==> config.mk <==
export PLATFORM = sky130hd
export DESIGN_NAME = l3_codec_control_serializer
export DESIGN_NICKNAME = d
export VERILOG_FILES = /design/src/sv/l3cs_pkg.sv /design/src/sv/l3cs_seq.sv /design/src/sv/l3_codec_control_serializer.sv
export SDC_FILE = /design/constraint.sdc
export NUM_CORES = 1
export LEC_CHECK = 0
export ABC_AREA = 1
export BUFFER_PORTS_ARGS = -buffer_cell sky130_fd_sc_hd__buf_2
export CAP_MARGIN = 20
export CORE_ASPECT_RATIO = 0.5
export CORE_UTILIZATION = 50
export CTS_BUF_LIST = sky130_fd_sc_hd__clkbuf_16
export CTS_CLUSTER_SIZE = 28
export DETAILED_ROUTE_END_ITERATION = 16
export PLACE_DENSITY = 0.75
export SLEW_MARGIN = 20
export SYNTH_ARGS = -nofsm -noshare
export SYNTH_HDL_FRONTEND = slang
export SYNTH_SLANG_ARGS = --single-unit
==> constraint.sdc <==
create_clock -name clk_i -period 2 [get_ports clk_i]
set_input_delay 0.4 -clock clk_i [delete_from_list [all_inputs] [get_ports clk_i]]
set_output_delay 0.4 -clock clk_i [all_outputs]
set_load 0.03 [all_outputs]
==> src/sv/l3cs_pkg.sv <==
`default_nettype none

package l3cs_pkg;

  // Width of the input byte and default number of bits sent per transfer
  localparam int unsigned InByteW      = 8;
  localparam int unsigned ByteBitsDef  = 8;

  // Transfer kinds carried on the input tuser flag
  localparam logic CmdAddr = 1'b0;
  localparam logic CmdData = 1'b1;

  // One pin change as handed from the sequencer to the output register
  typedef struct packed {
    logic last;
    logic hold;
    logic data;
    logic clock;
    logic mode;
  } pins_t;

  // Sequencer phases, one-hot
  typedef enum logic [6:0] {
    ST_IDLE  = 7'b000_0001,
    ST_HEAD0 = 7'b000_0010,
    ST_HEAD1 = 7'b000_0100,
    ST_HEAD2 = 7'b000_1000,
    ST_BIT   = 7'b001_0000,
    ST_TAIL0 = 7'b010_0000,
    ST_TAIL1 = 7'b100_0000
  } seq_state_e;

  // Sub-steps of one bit: clock low, data set, clock high
  localparam logic [1:0] StepClkLo = 2'd0;
  localparam logic [1:0] StepData  = 2'd1;
  localparam logic [1:0] StepClkHi = 2'd2;

endpackage

`default_nettype wire

==> src/sv/l3cs_seq.sv <==
`default_nettype none

// Pin sequencer: walks the framing and bit steps of one transfer,
// presenting the current pin change and moving on when advance_i is high.
module l3cs_seq #(
  parameter int unsigned BYTE_BITS = l3cs_pkg::ByteBitsDef
) (
  input  wire logic                            clk_i,
  input  wire logic                            rst_ni,
  input  wire logic                            start_i,
  input  wire logic                            cmd_i,
  input  wire logic [l3cs_pkg::InByteW-1:0]    byte_i,
  input  wire logic                            advance_i,
  output l3cs_pkg::pins_t                      pins_o,
  output logic                                 busy_o,
  output logic                                 final_o
);

  localparam int unsigned BitW = (BYTE_BITS > 1) ? $clog2(BYTE_BITS) : 1;
  localparam logic [BitW-1:0] LastBit = BitW'(BYTE_BITS - 1);

  l3cs_pkg::seq_state_e state_q, state_d;
  logic                 kind_q, kind_d;
  logic [BYTE_BITS-1:0] shift_q, shift_d;
  logic [BitW-1:0]      bit_q, bit_d;
  logic [1:0]           step_q, step_d;
  logic                 dlev_q, dlev_d;

  // Byte zero-extended so that bits beyond the input byte go out as 0
  logic [BYTE_BITS+l3cs_pkg::InByteW-1:0] byte_ext;
  assign byte_ext = {{BYTE_BITS{1'b0}}, byte_i};

  assign busy_o  = (state_q != l3cs_pkg::ST_IDLE);
  assign final_o = (state_q == l3cs_pkg::ST_TAIL1);

  // Current pin change
  always_comb begin
    pins_o = '{last: 1'b0, hold: 1'b1, data: dlev_q, clock: 1'b1, mode: 1'b1};
    unique case (state_q)
      l3cs_pkg::ST_IDLE: begin
      end
      l3cs_pkg::ST_HEAD0: begin
        if (kind_q == l3cs_pkg::CmdAddr) begin
          pins_o.mode = 1'b0;
          pins_o.data = 1'b0;
        end
      end
      l3cs_pkg::ST_HEAD1: begin
        pins_o.mode = 1'b0;
      end
      l3cs_pkg::ST_HEAD2: begin
        pins_o.clock = 1'b0;
      end
      l3cs_pkg::ST_BIT: begin
        pins_o.mode = kind_q;
        unique case (step_q)
          l3cs_pkg::StepClkLo: pins_o.clock = 1'b0;
          l3cs_pkg::StepData: begin
            pins_o.clock = 1'b0;
            pins_o.data  = shift_q[0];
          end
          default: begin
          end
        endcase
      end
      l3cs_pkg::ST_TAIL0: begin
        pins_o.mode = 1'b0;
      end
      l3cs_pkg::ST_TAIL1: begin
        pins_o.last = 1'b1;
        pins_o.hold = (kind_q == l3cs_pkg::CmdAddr);
      end
      default: begin
      end
    endcase
  end

  // Next state
  always_comb begin
    state_d = state_q;
    kind_d  = kind_q;
    shift_d = shift_q;
    bit_d   = bit_q;
    step_d  = step_q;
    dlev_d  = dlev_q;
    if (advance_i) begin
      dlev_d = pins_o.data;
      unique case (state_q)
        l3cs_pkg::ST_HEAD0: begin
          if (kind_q == l3cs_pkg::CmdAddr) begin
            state_d = l3cs_pkg::ST_BIT;
            step_d  = l3cs_pkg::StepClkLo;
          end else begin
            state_d = l3cs_pkg::ST_HEAD1;
          end
        end
        l3cs_pkg::ST_HEAD1: state_d = l3cs_pkg::ST_HEAD2;
        l3cs_pkg::ST_HEAD2: begin
          // clock-low step of the first bit is merged into this change
          state_d = l3cs_pkg::ST_BIT;
          step_d  = l3cs_pkg::StepData;
        end
        l3cs_pkg::ST_BIT: begin
          if (step_q == l3cs_pkg::StepClkHi) begin
            step_d  = l3cs_pkg::StepClkLo;
            shift_d = shift_q >> 1;
            bit_d   = bit_q + 1'b1;
            if (bit_q == LastBit) begin
              state_d = (kind_q == l3cs_pkg::CmdAddr) ? l3cs_pkg::ST_TAIL1
                                                      : l3cs_pkg::ST_TAIL0;
            end
          end else begin
            step_d = step_q + 1'b1;
          end
        end
        l3cs_pkg::ST_TAIL0: state_d = l3cs_pkg::ST_TAIL1;
        l3cs_pkg::ST_TAIL1: state_d = l3cs_pkg::ST_IDLE;
        default: begin
        end
      endcase
    end
    // New transfer; may coincide with the final change of the previous one
    if (start_i) begin
      state_d = l3cs_pkg::ST_HEAD0;
      kind_d  = cmd_i;
      shift_d = byte_ext[BYTE_BITS-1:0];
      bit_d   = '0;
      step_d  = l3cs_pkg::StepClkLo;
    end
  end

  // Control and pin-level registers
  always_ff @(posedge clk_i or negedge rst_ni) begin
    if (!rst_ni) begin
      state_q <= l3cs_pkg::ST_IDLE;
      kind_q  <= l3cs_pkg::CmdAddr;
      bit_q   <= '0;
      step_q  <= l3cs_pkg::StepClkLo;
      dlev_q  <= 1'b0;
    end else begin
      state_q <= state_d;
      kind_q  <= kind_d;
      bit_q   <= bit_d;
      step_q  <= step_d;
      dlev_q  <= dlev_d;
    end
  end

  // Shift register, payload only
  always_ff @(posedge clk_i) begin
    shift_q <= shift_d;
  end

endmodule

`default_nettype wire

==> src/sv/l3_codec_control_serializer.sv <==
// After a byte's word is accepted, its first pin change is registered by the sequencer
// state, then the output register. One pin change per cycle unless m_axis_tready_i is low;
// an address byte makes 2 + 3*BYTE_BITS changes and a data byte 4 + 3*BYTE_BITS.
// The next byte is accepted in the cycle its predecessor's final change is registered.
// Reset: sequencer idle, no output word pending, data line level 0 (mode and clock 1).
`default_nettype none

module l3_codec_control_serializer #(
  parameter int unsigned BYTE_BITS = l3cs_pkg::ByteBitsDef
) (
  input  wire logic       clk_i,
  input  wire logic       rst_ni,
  input  wire logic       s_axis_tvalid_i,
  output logic            s_axis_tready_o,
  input  wire logic [7:0] s_axis_tdata_i,   // [7:0] byte_value
  input  wire logic       s_axis_tuser_i,   // [0] cmd
  output logic            m_axis_tvalid_o,
  input  wire logic       m_axis_tready_i,
  output logic [7:0]      m_axis_tdata_o,   // [0] mode_pin [1] clock_pin [2] data_pin
                                            // [3] hold_after [7:4] zero
  output logic            m_axis_tlast_o    // last
);

  l3cs_pkg::pins_t pins;
  l3cs_pkg::pins_t out_q;
  logic            busy;
  logic            fin;
  logic            out_load;
  logic            accept;
  logic            mvalid_q, mvalid_d;

  // Output register takes a change when empty or being drained
  assign out_load        = busy && (!mvalid_q || m_axis_tready_i);
  assign s_axis_tready_o = !busy || (fin && out_load);
  assign accept          = s_axis_tvalid_i && s_axis_tready_o;

  l3cs_seq #(
    .BYTE_BITS(BYTE_BITS)
  ) u_seq (
    .clk_i     (clk_i),
    .rst_ni    (rst_ni),
    .start_i   (accept),
    .cmd_i     (s_axis_tuser_i),
    .byte_i    (s_axis_tdata_i),
    .advance_i (out_load),
    .pins_o    (pins),
    .busy_o    (busy),
    .final_o   (fin)
  );

  // Output word valid
  always_comb begin
    mvalid_d = mvalid_q;
    if (out_load) begin
      mvalid_d = 1'b1;
    end else if (m_axis_tready_i) begin
      mvalid_d = 1'b0;
    end
  end

  always_ff @(posedge clk_i or negedge rst_ni) begin
    if (!rst_ni) begin
      mvalid_q <= 1'b0;
    end else begin
      mvalid_q <= mvalid_d;
    end
  end

  // Output payload
  always_ff @(posedge clk_i) begin
    if (out_load) begin
      out_q <= pins;
    end
  end

  assign m_axis_tvalid_o = mvalid_q;
  assign m_axis_tdata_o  = {4'b0000, out_q.hold, out_q.data, out_q.clock, out_q.mode};
  assign m_axis_tlast_o  = out_q.last;

endmodule

`default_nettype wire
==> impl_metrics.csv <==
group,metric,value,unit
run_status,status,"complete, no violations",
place,hpwl,2.39,mm
worst_setup_path,startpoint,"u_seq.state_q[0]",
synthesis,avgSynthCellArea,8.45,um2
worst_setup_path,r2r-end,"u_seq.shift_q[2]",
clocking,cts_sinks,28,
clocking,cts_root_buf,"clkbuf_16",
worst_setup_path,path_class,"flop to output port",
die,initial_core_util,0.532,
clocking,htreeDepth,1,
timing,period_needed,1940,ps
synthesis,synthCells,192,
route,drc_errors,0,
synthesis,ys_types,29,
route,totalWireLength,3.24,mm
timing,rsz0062_at_grt,"false",
timing,clock_skew,2.57,ps
worst_setup_path,slowest_stage,"dfstp_2",
worst_setup_path,critPathMaxStageDelay,530,ps
worst_setup_path,regToRegSetupSlack,190,ps
grt,antenna_found_initial,0,
pwr,p_leak,0.921,nW
pwr,vdd_drop_max,0.730,mV
route,drt-pass1-iter-count,4,
flow_run,maxCapViolCount,0,
die,rows,14,
clocking,tritoncts.num_buffers,3,
route,first_iter_violations,87,
timing,slew_viol_final,0,
worst_setup_path,worstSetupEndpointType,"output port",
worst_hold_path,hp-class,"input pin to async pin",
final_layout,final_area,1810,um2
worst_setup_path,cp-start-kind,"flop",
final_layout,num_antenna_cells,0,
worst_setup_path,timing.rr.start,"u_seq.state_q[5]",
place,gp_congestion,0.873,
route,wl_per_cell,12.8,um
place,io_buffer_count,19,
grt,track_usage,0.212,
timing,setup_violations,0,
final_layout,nets,230,
die,die_w,82.5,um
synthesis,async_reset_ff_frac,0.536,
die,die_area,3490,um2
die,placeableCoreArea,3050,um2
grt,grt_max_degree,16,
synthesis,synth_edf_count,13,
worst_setup_path,rr_worst_depth,7,
die,boundaryPins,24,
timing,setup-tns-final,0,ps
synthesis,ys_ff_latch,28,
synthesis,synth_area,1620,um2
worst_setup_path,worstPathCellList,"inv_1 > nor2_1 > nand2_1 > nor2_4 > inv_2 > nand2_4 > clkbuf_4",
final_layout,syn_to_final_growth,11.9,%
place,placed_cell_area,1730,um2
clocking,cts_hold_buffers,0,
worst_setup_path,critPathRequiredTime,1600,ps
grt,grt_pass1_wl,5.33,mm
timing,fmax,0.515,GHz
synthesis,ys_seq_area_frac,0.473,
clocking,clkTransAtPathRegs,70,ps
pwr,total_power,0.00261,W
clocking,cts_tree,"yes",
synthesis,yosysWarnings,0,
route,vias,1253,
route,ant_nets,0,
grt,grt.overflow.total,0,
timing,hold_violations,0,
worst_setup_path,cp_data_arrival_time,1540,ps
timing,fin_crit_sh,0.970,
clocking,clkLatencyLatePin,270,ps
final_layout,drive_gt1_frac,0.257,
pwr,powerDensity,1440,nW/um2
die,dieHeight,42.3,um
clocking,cts_max_path_buffers,2,
synthesis,synth_ff_type,"dfrtp_1",
route,via_per_inst,4.93,
worst_setup_path,worstPathMaxFanout,4,
grt,grt_pass1_vias,1237,
worst_setup_path,crit_path_end,"s_axis_tready_o",
[cells in the mapped netlist, drive strengths merged (2+ instances only)]
cell    number  area (um2)
nand2       72         305
nor2        27         175
inv         21        81.3
nand3       16        90.1
dfrtp       14         350
edfxtp      13         390
o21ai        8        47.5
buf          7        67.6
a21oi        5        25.0
ha           2        25.0
[cells in the final DEF (no fill, tap or decap), types with 2 or more instances in the layout]
cell,netlist,layout
nor2_4,6,6
edfxtp_1,13,13
nor2_2,5,5
ha_1,2,2
nor2_1,15,15
o21ai_0,5,5
nand2_2,5,5
o21ai_2,2,2
inv_2,4,4
nand2_4,3,3
nand3_1,14,14
inv_1,16,16
buf_4,4,3
clkbuf_16,0,3
conb_1,1,4
dfrtp_1,14,14
nand3_2,2,2
buf_2,0,18
nand2_1,64,64
a21oi_1,5,5
[through the flow]
stage,hold WS [ps],instances,utilization,setup slack [ps]
detailed placement,348,249,0.566,200
global placement,334,249,0.566,250
floorplan,104,195,-,175
global route,67.7,254,0.595,1.66
finish,40.9,254,0.595,59.6
CTS,63.3,253,0.592,57.1
[how the worst min path moves through the flow]
stage | from | endpoint | slack, ps | cells past startpoint
global route | rst_ni | u_seq.dlev_q | 70 | 1
detailed placement | rst_ni | u_seq.state_q[1] | 350 | 1
finish | rst_ni | u_seq.bit_q[0] | 40 | 1
CTS | rst_ni | u_seq.bit_q[0] | 60 | 1
floorplan | rst_ni | m_axis_tvalid_o | 100 | 0
global placement | rst_ni | m_axis_tvalid_o | 330 | 1
[per-layer routing]
| layer | wire length [um] | vias to the layer above | part of all wire | global-route usage |
|---|---|---|---|---|
| met5 | 0 | - | 0 | 0 |
| met4 | 36 | 0 | 0.011 | 0.0621 |
| met3 | 185 | 4 | 0.057 | 0.0652 |
| met2 | 1500 | 33 | 0.46 | 0.350 |
| met1 | 1520 | 575 | 0.47 | 0.269 |
| li1 | - | 641 | - | - |
[power by group]
| part | internal (W) | switching (W) |
|---|---|---|
| registers | 0.000784 | 0.000103 |
| clock network | 0.000269 | 0.000203 |
| logic | 0.000378 | 0.000871 |
| total | 0.00143 | 0.00118 |
[layout make-up]
class | instances | area (um2)
fillers | 276 | 1230
flip-flops and latches | 28 | 767
multi-input cells | 139 | 717
repair buffers | 22 | 120
inverters | 21 | 81.3
clock buffers | 3 | 75.1
well taps | 40 | 50.0
clock inverters | 1 | 3.75
[repair_timing]
action	CTS	global route
gates resized for setup	0	1
setup buffers	0	1
setup endpoints to repair	0	1
[logic make-up (layout without fill, tap and decap cells)]
kind of cell    count (synthesis)  in the layout  share of synthesized area
flops                          28             28                      0.473
buf+inv                        28             47                     0.0918
xor+xnor                        1              1                    0.00540
fa+ha+maj                       2              2                     0.0154
other cells                     1              4                    0.00231
compound gates                 14             14                     0.0494
simple gates                  118            118                      0.363
[worst max-delay path, delay by kind of cell, from the launching register on]
| family | cells | cell delay [ps] |
|---|---|---|
| buf+inv | 3 | 330 |
| simple gates | 4 | 410 |
| flops | 1 | 530 |
[state kept, by name, summed over array words and instances, names as in the netlist]
register         count
u_seq.shift_q        8
u_seq.state_q        7
m_axis_tdata_o       4
u_seq.bit_q          3
u_seq.step_q         2
m_axis_tlast_o       1
m_axis_tvalid_o      1
u_seq.dlev_q         1
u_seq.kind_q         1
Note: power is estimated with default switching activity, not from simulation.
